$ cat src/sv/u8v_pkg.sv
// Constants for the UTF-8 stream checker: code point limits and byte masks.
// No dependencies; imported by utf8_stream_validator.
package u8v_pkg;

  localparam int unsigned CP_W = 21;

  // Code point limits
  localparam logic [CP_W-1:0] CP_MAX      = 21'h10FFFF;
  localparam logic [CP_W-1:0] SURR_LO     = 21'h00D800;
  localparam logic [CP_W-1:0] SURR_HI     = 21'h00DFFF;
  localparam logic [CP_W-1:0] MIN_2BYTE   = 21'h000080;
  localparam logic [CP_W-1:0] MIN_3BYTE   = 21'h000800;
  localparam logic [CP_W-1:0] MIN_4BYTE   = 21'h010000;

  // Byte classes
  localparam logic [7:0] ASCII_DEL   = 8'h7F;
  localparam logic [7:0] ASCII_SPACE = 8'h20;
  localparam logic [7:0] ASCII_TOP   = 8'h80;
  localparam logic [7:0] MASK_LEAD2  = 8'hE0;
  localparam logic [7:0] MASK_LEAD3  = 8'hF0;
  localparam logic [7:0] MASK_LEAD4  = 8'hF8;
  localparam logic [7:0] MASK_CONT   = 8'hC0;
  localparam logic [7:0] PAT_LEAD2   = 8'hC0;
  localparam logic [7:0] PAT_LEAD3   = 8'hE0;
  localparam logic [7:0] PAT_LEAD4   = 8'hF0;
  localparam logic [7:0] PAT_CONT    = 8'h80;

  // Lead lengths (continuation bytes that follow the lead)
  localparam logic [1:0] LEN_NONE = 2'd0;
  localparam logic [1:0] LEN_TWO  = 2'd1;
  localparam logic [1:0] LEN_THREE = 2'd2;
  localparam logic [1:0] LEN_FOUR = 2'd3;

endpackage

$ cat src/sv/utf8_stream_validator.sv
// Streaming restricted UTF-8 checker: one byte per transaction, one verdict per string.
// Depends on u8v_pkg for code point limits and byte class masks.
//
// Feed a string one byte per transaction with in_last_byte set on its final
// byte; a single out_text_valid result follows for that string, and all parse
// state clears for the next one. Throughput is one byte per clock: each byte
// is captured in an input register, decoded against the parse state in
// shallow logic, and a verdict lands in the output register. The final byte
// passes through the input register and then the output register. Bytes that are not final
// keep flowing while a verdict waits on out_stall; only a final byte stalls
// behind an untaken verdict.
module utf8_stream_validator (
  input  logic       clk,
  input  logic       rst_n,
  input  logic       in_valid,
  output logic       in_stall,
  input  logic [7:0] in_data_byte,
  input  logic       in_last_byte,
  output logic       out_valid,
  input  logic       out_stall,
  output logic       out_text_valid
);
  import u8v_pkg::*;

  // Input register
  logic            s1_vld_r;
  logic [7:0]      s1_byte_r;
  logic            s1_last_r;
  logic            s1_adv;

  // Parse state
  logic [1:0]      owed_r,  owed_nxt;
  logic [1:0]      lead_r,  lead_nxt;
  logic [CP_W-1:0] acc_r,   acc_nxt;
  logic            err_r,   err_nxt;

  // Output register
  logic            out_vld_r;
  logic            txt_ok_r;

  logic [CP_W-1:0] acc_shift;
  logic [CP_W-1:0] cp_min;

  // Move the held byte on unless it is final and the verdict slot is still full
  assign s1_adv   = s1_vld_r && (!s1_last_r || !out_vld_r || !out_stall);
  assign in_stall = s1_vld_r && !s1_adv;

  // Capture an incoming byte
  always_ff @(posedge clk) begin
    if (!rst_n) begin
      s1_vld_r <= 1'b0;
    end else if (!in_stall) begin
      s1_vld_r <= in_valid;
    end
  end

  always_ff @(posedge clk) begin
    if (!in_stall && in_valid) begin
      s1_byte_r <= in_data_byte;
      s1_last_r <= in_last_byte;
    end
  end

  // Decode one byte against the parse state
  assign acc_shift = {acc_r[CP_W-7:0], s1_byte_r[5:0]};

  always_comb begin
    case (lead_r)
      LEN_TWO:   cp_min = MIN_2BYTE;
      LEN_THREE: cp_min = MIN_3BYTE;
      default:   cp_min = MIN_4BYTE;
    endcase
  end

  always_comb begin
    owed_nxt = owed_r;
    lead_nxt = lead_r;
    acc_nxt  = acc_r;
    err_nxt  = err_r;
    if (owed_r == 2'd0) begin
      // Lead position
      if (s1_byte_r < ASCII_TOP) begin
        if (s1_byte_r < ASCII_SPACE || s1_byte_r == ASCII_DEL) begin
          err_nxt = 1'b1;
        end
      end else if ((s1_byte_r & MASK_LEAD2) == PAT_LEAD2) begin
        lead_nxt = LEN_TWO;
        owed_nxt = LEN_TWO;
        acc_nxt  = CP_W'(s1_byte_r[4:0]);
      end else if ((s1_byte_r & MASK_LEAD3) == PAT_LEAD3) begin
        lead_nxt = LEN_THREE;
        owed_nxt = LEN_THREE;
        acc_nxt  = CP_W'(s1_byte_r[3:0]);
      end else if ((s1_byte_r & MASK_LEAD4) == PAT_LEAD4) begin
        lead_nxt = LEN_FOUR;
        owed_nxt = LEN_FOUR;
        acc_nxt  = CP_W'(s1_byte_r[2:0]);
      end else begin
        err_nxt = 1'b1;
      end
    end else begin
      // Continuation position: a malformed byte still takes its slot
      if ((s1_byte_r & MASK_CONT) != PAT_CONT) begin
        err_nxt = 1'b1;
      end
      acc_nxt  = acc_shift;
      owed_nxt = owed_r - 2'd1;
      if (owed_r == 2'd1) begin
        // Sequence complete: reject overlong, out of range and surrogates
        if (acc_shift < cp_min || acc_shift > CP_MAX ||
            (acc_shift >= SURR_LO && acc_shift <= SURR_HI)) begin
          err_nxt = 1'b1;
        end
        lead_nxt = LEN_NONE;
        acc_nxt  = '0;
      end
    end
  end

  // Advance parse state; clear it after the final byte
  always_ff @(posedge clk) begin
    if (!rst_n) begin
      owed_r <= 2'd0;
      lead_r <= LEN_NONE;
      acc_r  <= '0;
      err_r  <= 1'b0;
    end else if (s1_adv) begin
      if (s1_last_r) begin
        owed_r <= 2'd0;
        lead_r <= LEN_NONE;
        acc_r  <= '0;
        err_r  <= 1'b0;
      end else begin
        owed_r <= owed_nxt;
        lead_r <= lead_nxt;
        acc_r  <= acc_nxt;
        err_r  <= err_nxt;
      end
    end
  end

  // Hold the verdict until the transaction completes
  always_ff @(posedge clk) begin
    if (!rst_n) begin
      out_vld_r <= 1'b0;
    end else if (s1_adv && s1_last_r) begin
      out_vld_r <= 1'b1;
    end else if (!out_stall) begin
      out_vld_r <= 1'b0;
    end
  end

  always_ff @(posedge clk) begin
    if (s1_adv && s1_last_r) begin
      txt_ok_r <= !err_nxt && (owed_nxt == 2'd0);
    end
  end

  assign out_valid      = out_vld_r;
  assign out_text_valid = txt_ok_r;

  // Checks
  a_owed_within_lead: assert property (@(posedge clk) disable iff (!rst_n)
    owed_r != 2'd0 |-> (lead_r != LEN_NONE && owed_r <= lead_r))
    else $error("owed continuations exceed lead length");

  a_accum_idle_clear: assert property (@(posedge clk) disable iff (!rst_n)
    lead_r == LEN_NONE |-> acc_r == '0)
    else $error("accumulator not clear between sequences");

  a_state_clear_after_last: assert property (@(posedge clk) disable iff (!rst_n)
    (s1_adv && s1_last_r) |=> (owed_r == 2'd0 && err_r == 1'b0))
    else $error("parse state not cleared after final byte");

  a_verdict_from_last: assert property (@(posedge clk) disable iff (!rst_n)
    $rose(out_vld_r) |-> $past(s1_adv && s1_last_r))
    else $error("verdict without a final byte");

endmodule
$ cat config.mk
export PLATFORM = sky130hd
export DESIGN_NAME = utf8_stream_validator
export DESIGN_NICKNAME = d
export VERILOG_FILES = /design/src/sv/u8v_pkg.sv /design/src/sv/utf8_stream_validator.sv
export SDC_FILE = /design/constraint.sdc
export NUM_CORES = 1
export LEC_CHECK = 0
export ABC_CLOCK_PERIOD_IN_PS = 2400
export BUFFER_PORTS_ARGS = -buffer_cell sky130_fd_sc_hd__buf_2
export CAP_MARGIN = 10
export CORE_UTILIZATION = 35
export DETAILED_ROUTE_END_ITERATION = 7
export PLACE_DENSITY = 0.51
export SETUP_SLACK_MARGIN = 0.1
export SLEW_MARGIN = 20
export SYNTH_ARGS = -nofsm -noshare
export SYNTH_HDL_FRONTEND = slang
export SYNTH_SLANG_ARGS = --single-unit
$ cat constraint.sdc
create_clock -name clk -period 2.4 [get_ports clk]
set_clock_uncertainty 0.05 [all_clocks]
set_input_delay 0.24 -clock clk [delete_from_list [all_inputs] [get_ports clk]]
set_output_delay 0.24 -clock clk [all_outputs]
set_load 0.05 [all_outputs]
==> results by group, run 1 <==
Synth
  – EDFF count, synth: 10
  – Synth Area per Inst: 9.73 µm²
  – Commonest register cell after synthesis: dfxtp_1
  – Seq/Total Area, Yosys: 49.5%
  – Cell count after synthesis: 154
  – Synth top area share: 29.4%
  – Library cells used by synthesis: 40
  – Commonest cells post-synth: 22 x dfxtp_1, 20 x nand2_1, 18 x a21boi_0
  – Yosys Warn Count: 0
  – Post-synth ARST share: 0%
  – Count leader, synth: dfxtp_1
  – Seq cells post-synth: 32
  – Cells taking the most area after synthesis: dfxtp_1 29%, edfxtp_1 20%, a21boi_0 9.0%, nand2_1 5.0%, nand3_1 5.0%
  – Syn_nets: 171
  – Mapped Area: 1500 µm²
  – Synth area leader: dfxtp_1

Routing
  – Routed WL per cell: 12.9 µm
  – Vias per cell: 5.24
  – DR vias: 1169
  – Initial DRC Count: 79
  – TritonRoute pass-1 iters: 4
  – Routed Antenna Nets: 0
  – Drt total wl: 2.88 mm
  – DRC viols: 0

Run status
  – Status: completed

Clock tree
  – Clock tree buffer depth: 2
  – Total clock sinks: 32
  – TritonCTS buffer count: 5
  – Worst-path clk slew: 0.07 ns
  – Worst-skew pair later-pin latency: 0.28 ns
  – Root Buffer: clkbuf_8
  – Postcts setup bufs: 0
  – Post_cts resized: 0
  – CTS tree: built
  – Hold_buf cts: 0
  – H-tree lvl count: 2

Critical path
  – Setup CP Type: register to register
  – Crit-path max FO: 19
  – WP data arrival: 2.04 ns
  – Worst setup SP type: register
  – Register-to-register setup slack: 0.52 ns
  – Worst setup path start: s1_last_r
  – Worst setup path endpoint: lead_r[1]
  – Worst r2r src: s1_last_r
  – RR Endpoint: lead_r[1]
  – Crit path required time: 2.56 ns
  – Cells on worst reg2reg path: 5
  – Worst Setup End Kind: register

Floorplan
  – DIE HEIGHT: 67.4 µm
  – Ports: 16
  – Die X-Extent: 67.4 µm
  – Initial core utilization: 36.9%
  – Core Area: 4060 µm²
  – FP Rows: 23
  – Die area: 4540 µm²

Timing
  – Fin crit period: 1.88 ns
  – F_max: 531 MHz
  – Relative slew slack: 70.4%
  – Worst-Margin Slew: 0.442 ns
  – RSZ-0062 raised after global routing: no
  – Hold Vio Cnt, Final: 0
  – Setup TNS: 0 ns
  – Max Slew Vio Count: 0
  – Fin Hold WS: 0.0821 ns
  – Endpoints failing setup: 0
  – Tcrit/Tclk final: 78.4%

Hold path
  – HP Class: primary input to register

Global route
  – Remaining Overflow, GRT: 0
  – Initial antenna violation count: 0
  – Global-route wire length before repair: 4.82 mm
  – Total GRT Usage: 14.7%
  – Number of global-route vias before repair: 1034
  – Largest net degree at the start of global routing: 25

Finish
  – Antenna Cells: 0
  – Area Overhead vs Synth: 16.1%
  – Share of cells above drive strength 1: 17.3%
  – Layout Nets: 189
  – Fillcell total: 385

Power and ir drop
  – Comb pwr share: 7.1%
  – Switching power: 260 µW
  – Peak supply drop: 0.393 mV
  – Clock power share: 43.6%
  – Seq pwr share: 49.3%
  – Leakage power: 0.000628 µW
  – P_int: 934 µW
  – Switching share of power: 21.7%
  – Pwr Density: 686 nW/µm²

Placed design
  – # port buffers: 15
  – Placer Congestion: 0.824
  – Detail Placement HPWL: 2.08 mm

Flow run
  – Max-cap violations: 0
==> flip-flops by register name (all words and copies together) (netlist names), 2 cells and up <==
register,count
owed_r,2
lead_r,2
acc_r,15
s1_byte_r,8
==> worst max-delay path: stages (launching register included) <==
cell and delay (ns):
edfxtp_1 0.53, inv_1 0.17, o21ai_2 0.14, o21bai_4 0.29, or4_1 0.50, a21boi_1 0.13
==> kinds of logic (layout without fill, tap and decap cells) <==
kind of cell | count (synthesis) | count (layout) | share of synthesized area [%]
fa+ha+maj | 4 | 4 | 3.34
flops | 32 | 32 | 49.5
simple gates | 65 | 65 | 22.4
buf+inv | 12 | 31 | 3.68
compound gates | 41 | 41 | 21.1
==> placed cells by master, fill, tap and decap left out, drive strengths merged, types with 2 or more instances in the layout <==
master,count
o31ai,3
o211ai,2
a21oi,3
nor4,3
nand2,21
nand2b,3
nor2,5
nand4,3
edfxtp,10
buf,17
inv,6
ha,4
o21ai,5
or4,4
o21bai,2
dfxtp,22
nor2b,2
nand3,15
a21boi,19
clkbuf,8
and2,4
==> cell type report <==
cell class                      instances  area (µm²)  area share (%)
Sequential cell                        32         741            42.6
Multi-Input combinational cell        110         702            40.4
Clock buffer                            8         121            6.98
Timing Repair Buffer                   17        90.1            5.18
Tap cell                               50        62.6            3.60
Inverter                                6        22.5            1.29
==> how the worst min path moves through the flow <==
stage | startpoint | end | cells past startpoint
6_report | in_data_byte[4] | s1_byte_r[4] | 1
3_5_place_dp | in_data_byte[4] | s1_byte_r[4] | 1
2_1_floorplan | in_data_byte[0] | s1_byte_r[0] | 0
3_3_place_gp | in_data_byte[2] | s1_byte_r[2] | 1
4_1_cts | in_data_byte[4] | s1_byte_r[4] | 1
5_1_grt | in_data_byte[3] | s1_byte_r[3] | 1
==> routing by layer <==
metal  track usage (%)  wire length, µm
met2              21.9             1290
met4              7.18               47
met1              19.0             1370
met5                 0                0
met3              4.56              166
==> metrics by stage <==
step	setup slack [ns]	instance area (µm²)	util, %	power (µW)	instances
after detailed placement	0.527	1620	39.9	686	215
after floorplan	0.142	1500	-	659	154
after global routing	0.376	1740	42.9	1240	223
after global placement	0.552	1620	39.9	684	215
after CTS	0.507	1740	42.9	1210	223
final	0.518	1740	42.9	1190	223
==> power groups by stage <==
stage	registers, µW	clock network, µW	logic [µW]
global placement	601	0	83.9
finish	589	520	84.7
global route	591	555	93.8
CTS	589	534	85.1
detailed placement	601	0	84.6
floorplan	600	0	59.3
(Power assumes the default switching activity.)
==> run 2, diff against run 1 <==
--- a/config.mk
+++ b/config.mk
@@ -5,12 +5,13 @@
 export SDC_FILE = /design/constraint.sdc
 export NUM_CORES = 1
 export LEC_CHECK = 0
-export ABC_CLOCK_PERIOD_IN_PS = 2400
+export ABC_AREA = 1
+export ABC_CLOCK_PERIOD_IN_PS = 1600
 export BUFFER_PORTS_ARGS = -buffer_cell sky130_fd_sc_hd__buf_2
 export CAP_MARGIN = 10
 export CORE_UTILIZATION = 35
 export DETAILED_ROUTE_END_ITERATION = 7
-export PLACE_DENSITY = 0.51
+export PLACE_DENSITY = 0.53
 export SETUP_SLACK_MARGIN = 0.1
 export SLEW_MARGIN = 20
 export SYNTH_ARGS = -nofsm -noshare
==> constraint.sdc (replaced) <==
create_clock -name clk -period 1.6 [get_ports clk]
set_clock_uncertainty 0.05 [all_clocks]
set_input_delay 0.16 -clock clk [delete_from_list [all_inputs] [get_ports clk]]
set_output_delay 0.16 -clock clk [all_outputs]
set_load 0.05 [all_outputs]
==> run 2 against run 1 <==
Net effect: the flow now finishes with violations (setup timing); core utilization rose by 7.5 points; via count rose by 22%; count of clock-buffer cells in the layout fell by 2; global-route usage rose by 1.7 points; combinational power rose to 3.6 times the previous value; sequential share of layout area fell by 9.7 points; setup slack got worse by 0.66 ns; total power rose by 55%; critical path type unchanged.
==> results by group, run 2 <==
Finish
  – Layout Nets: 270 (+43%)
  – Reg with most FFs: acc_r
  – Leading cell types in the layout, fill and taps excluded: 39 x nand2_1, 24 x nor2_1, 19 x buf_4, 18 x inv_1
  – Area Overhead vs Synth: 34.6%
  – Final Core Density: 50.4% (+7.5 points)
  – Share of cells above drive strength 1: 42.9% (+26 points)
  – Max reg flops: 15 (unchanged)
  – Non-filler cells, final: 306 (+37%)
  – Biggest regs: acc_r x15, s1_byte_r x8
  – Antenna Cells: 0 (unchanged)
  – Most common cell after layout, fill and taps aside: nand2_1

Critical path
  – Setup CP Type: register to register
  – Cells on worst reg2reg path: 12 (+7)
  – Crit path required time: 1.59 ns (-0.97 ns)
  – RR Endpoint: out_text_valid
  – Slowest-stage cell, CP: dfxtp_2
  – Crit-path most repeated cell: nand2_1
  – Crit-path max FO: 3 (-16)
  – Worst setup SP type: register
  – Worst Setup End Kind: register
  – WP data arrival: 1.73 ns (-0.31 ns)
  – Worst r2r src: lead_r[0]
  – Register-to-register setup slack: -0.14 ns (-0.66 ns)
  – Crit path cell chain: inv_2 -> ha_4 -> inv_2 -> ha_4 -> a21oi_2 -> o21ai_1 -> nor2_1 -> nand2_1 -> nand2_1 -> nand2_1 -> nand2_2 -> nor3_2
  – Max incr delay on CP: 0.34 ns (-0.19 ns)

Timing
  – Relative slew slack: 81.3% (+11 points)
  – Worst-Margin Slew: 0.278 ns (-0.165 ns)
  – Endpoints failing setup: 2 (+2)
  – RSZ-0062 raised after global routing: yes
  – Worst Setup Slack, final: -0.138 ns (-0.656 ns)
  – Hold Vio Cnt, Final: 0 (unchanged)
  – Max Slew Vio Count: 0 (unchanged)
  – Tcrit/Tclk final: 109% (+30 points)
  – Fin crit period: 1.74 ns (-0.144 ns)
  – F_max: 575 MHz (+8.3%)

Clock tree
  – H-tree lvl count: 2 (unchanged)
  – Root Buffer: clkbuf_8
  – Clock tree buffer depth: 2 (unchanged)
  – Worst-skew pair later-pin latency: 0.29 ns (about the same)
  – Total clock sinks: 32 (unchanged)
  – TritonCTS buffer count: 5 (unchanged)
  – CTS tree: built
  – Worst-path clk slew: 0.07 ns (about the same)

Routing
  – Drt total wl: 3.63 mm (+26%)
  – Vias per cell: 4.65 (-11%)
  – Routed Antenna Nets: 0 (unchanged)
  – DRC viols: 0 (unchanged)
  – Initial DRC Count: 96 (+22%)
  – DR vias: 1424 (+22%)
  – Routed WL per cell: 11.9 µm (-8.2%)
  – TritonRoute pass-1 iters: 4 (unchanged)

Synth
  – Post-synth ARST share: 0% (unchanged)
  – Seq/Total Area, Yosys: 43.9% (-5.5 points)
  – Syn_nets: 221 (+29%)
  – Synth top area share: 26.1% (-3.3 points)
  – Seq cells post-synth: 32 (unchanged)
  – Commonest register cell after synthesis: dfxtp_1
  – Commonest cells post-synth: 44 x nand2_1, 29 x nor2_1, 22 x dfxtp_1
  – Mapped Area: 1690 µm² (+13%)
  – Cell count after synthesis: 204 (+32%)
  – Cells taking the most area after synthesis: dfxtp_1 26%, edfxtp_1 18%, nand2_1 9.8%, nor2_1 6.5%, a21oi_2 6.2%
  – EDFF count, synth: 10 (unchanged)
  – Count leader, synth: nand2_1
  – Library cells used by synthesis: 32 (-20%)
  – Synth Area per Inst: 8.26 µm² (-15%)
  – Synth area leader: dfxtp_1
  – Yosys Warn Count: 0 (unchanged)

Floorplan
  – Core Area: 4500 µm² (+11%)
  – Die X-Extent: 71.4 µm (+5.9%)
  – Ports: 16 (unchanged)
  – DIE HEIGHT: 71.4 µm (+5.9%)
  – Die area: 5100 µm² (+12%)
  – FP Rows: 24 (+4.3%)
  – Initial core utilization: 37.4% (+0.51 points)

Run status
  – Status: finished with violations
  – Failing checks: setup timing

Flow run
  – Max-cap violations: 0 (unchanged)

Hold path
  – Worst Hold Depth: 3 (+2)
  – Worst Min Path Start: in_valid
  – Worst Hold End: s1_vld_r
  – HP Class: primary input to register

Placed design
  – Detail Placement HPWL: 2.52 mm (+22%)
  – Placer Congestion: 0.780 (-5.4%)
  – Placed Cells incl. Taps: 279 (+30%)
  – # port buffers: 15 (unchanged)

Power and ir drop
  – Leakage power: 0.000931 µW (+48%)
  – Peak supply drop: 0.600 mV (+53%)
  – Total power draw: 1850 µW (+55%)
  – Pwr Density: 814 nW/µm² (+19%)

Global route
  – Remaining Overflow, GRT: 0 (unchanged)
  – Total GRT Usage: 16.4% (+1.7 points)
  – Number of global-route vias before repair: 1403 (+36%)
  – Largest net degree at the start of global routing: 19 (-24%)
  – Global-route wire length before repair: 6.29 mm (+30%)
  – Initial antenna violation count: 0 (unchanged)
-- run 2: cell count changes in the layout (fill, tap and decap cells not counted), moves of 6 or more --
cell	delta
dlygate4sd3_1	+9
buf_4	+17
inv_1	+12
a21boi_0	-18
nor2_1	+19
nand2_1	+19
a21oi_2	+17
nand2_2	+7
inv_2	+6
-- run 2: worst max-delay path by stage --
stage	slack [ns]	endpoint	startpoint	cells past startpoint
after floorplan	-0.06	out_text_valid	lead_r[0]	12
after global placement	-0.11	out_text_valid	lead_r[0]	12
after CTS	-0.11	out_text_valid	lead_r[0]	12
after global routing	-0.26	out_text_valid	lead_r[0]	12
after detailed placement	-0.15	out_text_valid	lead_r[0]	12
final	-0.14	out_text_valid	lead_r[0]	12
-- run 2: power breakdown --
group | leakage, µW | switching (µW) | internal, µW
sequential | 0.000279 | 28.8 | 874
combinational | 0.000601 | 161 | 141
clock | 0.0000510 | 301 | 343
total | 0.000931 | 490 | 1360
-- run 2: layer usage --
metal / GRT usage, % / up-vias / share of wire, % / wire (µm)
met5: 0 / - / 0 / 0
met4: 7.33 / 0 / 2.0 / 72
met3: 3.38 / 7 / 2.0 / 71
met2: 26.6 / 15 / 46 / 1670
met1: 21.0 / 641 / 50 / 1810
li1: - / 761 / - / -
-- run 2: cell type report --
cell class	count	area, µm²
clock buffers	6	82.6
multi-input cells	141	902
repair buffers	46	357
flip-flops and latches	32	747
fillers	431	2240
inverters	27	105
clock inverters	2	10.0
well taps	52	65.1
-- run 2: critical path: cells and delay by family, from the launching register on --
kind	cells	cell delay [ns]
adders and majority gates	2	0.48
and+or+nand+nor	6	0.37
DFF	1	0.34
AOI/OAI and AO/OA	2	0.17
buffers and inverters	2	0.09
-- run 2: logic make-up after synthesis --
| family | Yosys count | synth area share [%] |
|---|---|---|
| simple gates | 101 | 27.2 |
| fa+ha+maj | 4 | 2.97 |
| compound gates | 36 | 16.6 |
| flops | 32 | 43.9 |
| buf+inv | 31 | 9.35 |
-- run 2: what timing repair did --
action / in CTS / in global routing
hold buffers: 9 / 0
gates resized for setup: 10 / 20
hold endpoints to repair: 9 / 0
pin swaps: 5 / 13
setup buffers: 5 / 5
setup endpoints to repair: 5 / 18
-- run 2: through the flow --
step	setup TNS [ns]	hold WS, ns	instance area (µm²)	setup WS, ns
6_report	-0.237	0.0568	2270	-0.138
5_1_grt	-0.487	0.0697	2270	-0.258
4_1_cts	-0.215	0.0469	2150	-0.114
3_5_place_dp	-0.268	0.288	1900	-0.146
3_3_place_gp	-0.218	0.287	1900	-0.115
2_1_floorplan	-0.0633	0.208	1710	-0.0633
==> run 3, diff against run 2 <==
--- a/config.mk
+++ b/config.mk
@@ -7,11 +7,11 @@
 export LEC_CHECK = 0
 export ABC_AREA = 1
 export ABC_CLOCK_PERIOD_IN_PS = 1600
-export BUFFER_PORTS_ARGS = -buffer_cell sky130_fd_sc_hd__buf_2
 export CAP_MARGIN = 10
 export CORE_UTILIZATION = 35
 export DETAILED_ROUTE_END_ITERATION = 7
-export PLACE_DENSITY = 0.53
+export DONT_BUFFER_PORTS = 1
+export PLACE_DENSITY = 0.5
 export SETUP_SLACK_MARGIN = 0.1
 export SLEW_MARGIN = 20
 export SYNTH_ARGS = -nofsm -noshare
==> run 3 against run 2 <==
Net effect: the flow still finishes with violations (setup timing); sequential share of layout area rose by 0.78 points; die area did not move; count of clock-buffer cells in the layout did not move; sequential power barely moved; fmax rose by 1.7%; largest cell class unchanged.
==> results by group, run 3 (same netlist as run 2, synthesis figures left out) <==
Timing
  – Worst Setup Slack, final: -0.109 ns (+0.0288 ns)
  – RSZ-0062 raised after global routing: yes
  – Tcrit/Tclk final: 107% (-1.8 points)
  – Fin crit period: 1.71 ns (-0.0288 ns)
  – Fin Hold WS: 0.0263 ns (-0.0304 ns)
  – Worst-Margin Slew: 0.504 ns (+0.226 ns)
  – Max Slew Vio Count: 0 (unchanged)
  – Hold Vio Cnt, Final: 0 (unchanged)
  – Relative slew slack: 66.2% (-15 points)
  – F_max: 585 MHz (+1.7%)
  – Endpoints failing setup: 2 (unchanged)

Clock tree
  – Total clock sinks: 32 (unchanged)
  – CTS tree: built
  – Clock tree buffer depth: 2 (unchanged)
  – H-tree lvl count: 2 (unchanged)
  – Root Buffer: clkbuf_8
  – Worst-path clk slew: 0.07 ns (about the same)
  – TritonCTS buffer count: 5 (unchanged)
  – Worst-skew pair later-pin latency: 0.29 ns (about the same)

Finish
  – Layout Nets: 259 (-4.1%)
  – Fillcell total: 434 (+0.70%)
  – Final Cell Area: 2210 µm² (-2.5%)
  – Reg area: 746 µm² (-0.17%)
  – Reg with most FFs: acc_r
  – Antenna Cells: 0 (unchanged)
  – Most common cell after layout, fill and taps aside: nand2_1
  – Max reg flops: 15 (unchanged)
  – Share of cells above drive strength 1: 37.4% (-5.5 points)
  – Biggest regs: acc_r x15, s1_byte_r x8
  – Area Overhead vs Synth: 31.3%
  – Leading cell types in the layout, fill and taps excluded: 41 x nand2_1, 24 x nor2_1, 23 x buf_4, 18 x dfxtp_1, 17 x inv_1
  – Non-filler cells, final: 295 (-3.6%)
  – Area of the multi-input gates: 888 µm² (-1.5%)

Routing
  – Routed Antenna Nets: 0 (unchanged)
  – DR vias: 1409 (-1.1%)
  – Met2 Routed Length: 1.67 mm (-0.18%)
  – Vias per cell: 4.78 (+2.6%)
  – Top sig layer: met4
  – WL met1: 1.59 mm (-12%)
  – TritonRoute pass-1 iters: 4 (unchanged)
  – Routed WL per cell: 11.8 µm (-0.42%)
  – DRC viols: 0 (unchanged)
  – Initial DRC Count: 59 (-39%)
  – Met3 WL: 103 µm (+45%)
  – Drt total wl: 3.48 mm (-4.0%)

Critical path
  – Crit path required time: 1.59 ns (about the same)
  – RR Endpoint: out_text_valid
  – Worst r2r src: lead_r[0]
  – Crit path cell chain: inv_2 -> ha_4 -> inv_2 -> ha_4 -> a21oi_2 -> o21ai_1 -> nor2_1 -> nand2_1 -> nand2_1 -> nand2_1 -> nand2_2 -> nor3_2
  – Max incr delay on CP: 0.33 ns (about the same)
  – Crit-path max FO: 3 (unchanged)
  – Register-to-register setup slack: -0.11 ns (+0.03 ns)
  – Worst setup SP type: register
  – Slowest-stage cell, CP: dfxtp_2
  – Setup CP Type: register to register
  – Worst Setup End Kind: register
  – Crit-path most repeated cell: nand2_1
  – Cells on worst reg2reg path: 12 (unchanged)
  – Worst setup path start: lead_r[0]
  – WP data arrival: 1.70 ns (-0.03 ns)

Floorplan
  – Initial core utilization: 37.4% (unchanged)
  – Ports: 16 (unchanged)
  – Die area: 5100 µm² (unchanged)
  – Core Area: 4500 µm² (unchanged)
  – FP Rows: 24 (unchanged)
  – DIE HEIGHT: 71.4 µm (unchanged)
  – Die X-Extent: 71.4 µm (unchanged)

Hold path
  – Worst Hold End: out_valid
  – HP Class: primary input to register
  – Worst Hold Depth: 4 (+1)
  – Worst Min Path Start: out_stall

Global route
  – Initial antenna violation count: 0 (unchanged)
  – Largest net degree at the start of global routing: 14 (-5)
  – Remaining Overflow, GRT: 0 (unchanged)
  – Total GRT Usage: 16.2% (-0.16 points)
  – Number of global-route vias before repair: 1451 (+3.4%)
  – Global-route wire length before repair: 6.35 mm (+0.99%)

Power and ir drop
  – Pwr Density: 857 nW/µm² (+5.2%)
  – Total power draw: 1900 µW (+2.6%)
  – Peak supply drop: 0.592 mV (-1.3%)
  – Leakage power: 0.000886 µW (-4.8%)

Placed design
  – Detail Placement HPWL: 2.54 mm (+0.55%)
  – Post-DP Area: 1850 µm² (-2.8%)
  – # port buffers: 0 (-15)
  – Placer Congestion: 0.839 (+7.6%)
  – Placed Cells incl. Taps: 267 (-4.3%)

Run status
  – Status: finished with violations
  – Failing checks: setup timing

Flow run
  – Max-cap violations: 0 (unchanged)
## run 3: area by class of cell
cell class / instances / area share, %
Multi-Input combinational cell: 141 / 40.2
Sequential cell: 32 / 33.7
Timing Repair Buffer: 35 / 13.7
Inverter: 27 / 4.75
Clock buffer: 6 / 4.24
Tap cell: 52 / 2.94
Clock inverter: 2 / 0.509
## run 3: stage by stage
step           TNS [ns]  utilization (%)  setup slack [ns]
2_1_floorplan   -0.0633                -           -0.0633
3_3_place_gp     -0.229             41.1            -0.141
3_5_place_dp     -0.288             41.1            -0.178
4_1_cts          -0.229             47.0            -0.130
5_1_grt          -0.532             49.1            -0.275
6_report         -0.177             49.1            -0.109
## run 3: power by group
| part | switching [µW] | internal, µW | total, µW |
|---|---|---|---|
| clock | 311 | 399 | 709 |
| sequential | 29.3 | 873 | 903 |
| combinational | 153 | 130 | 283 |
| total | 493 | 1400 | 1900 |
## run 3: critical path: cells and delay by family (launching register included)
family	cells	cell delay, ns
AND/OR/NAND/NOR	6	0.36
adder cells (fa/ha/maj)	2	0.46
AO/OA/AOI/OAI	2	0.17
buffers and inverters	2	0.08
flip-flops	1	0.33
## run 3: how the worst max path moves through the flow
stage | slack [ns] | endpoint | cells after the start
after floorplan | -0.06 | out_text_valid | 12
after global placement | -0.14 | out_text_valid | 12
after detailed placement | -0.18 | out_text_valid | 12
after CTS | -0.13 | out_text_valid | 12
after global routing | -0.28 | out_text_valid | 12
final | -0.11 | out_text_valid | 12
## run 3: timing repair
item | 4_1_cts | 5_1_grt
buffers inserted | 2 | 7
pin swaps | 3 | 2
cloned | 0 | 0
hold endpoints to repair | 14 | 0
hold buffers | 11 | 0
gates resized for setup | 7 | 17
endpoints found under the setup margin | 9 | 19
## run 3: routing by layer
metal / vias up / global-route usage [%]
met5: - / 0
li1: 736 / -
met3: 11 / 3.94
met1: 639 / 18.8
met4: 0 / 9.11
met2: 23 / 27.4
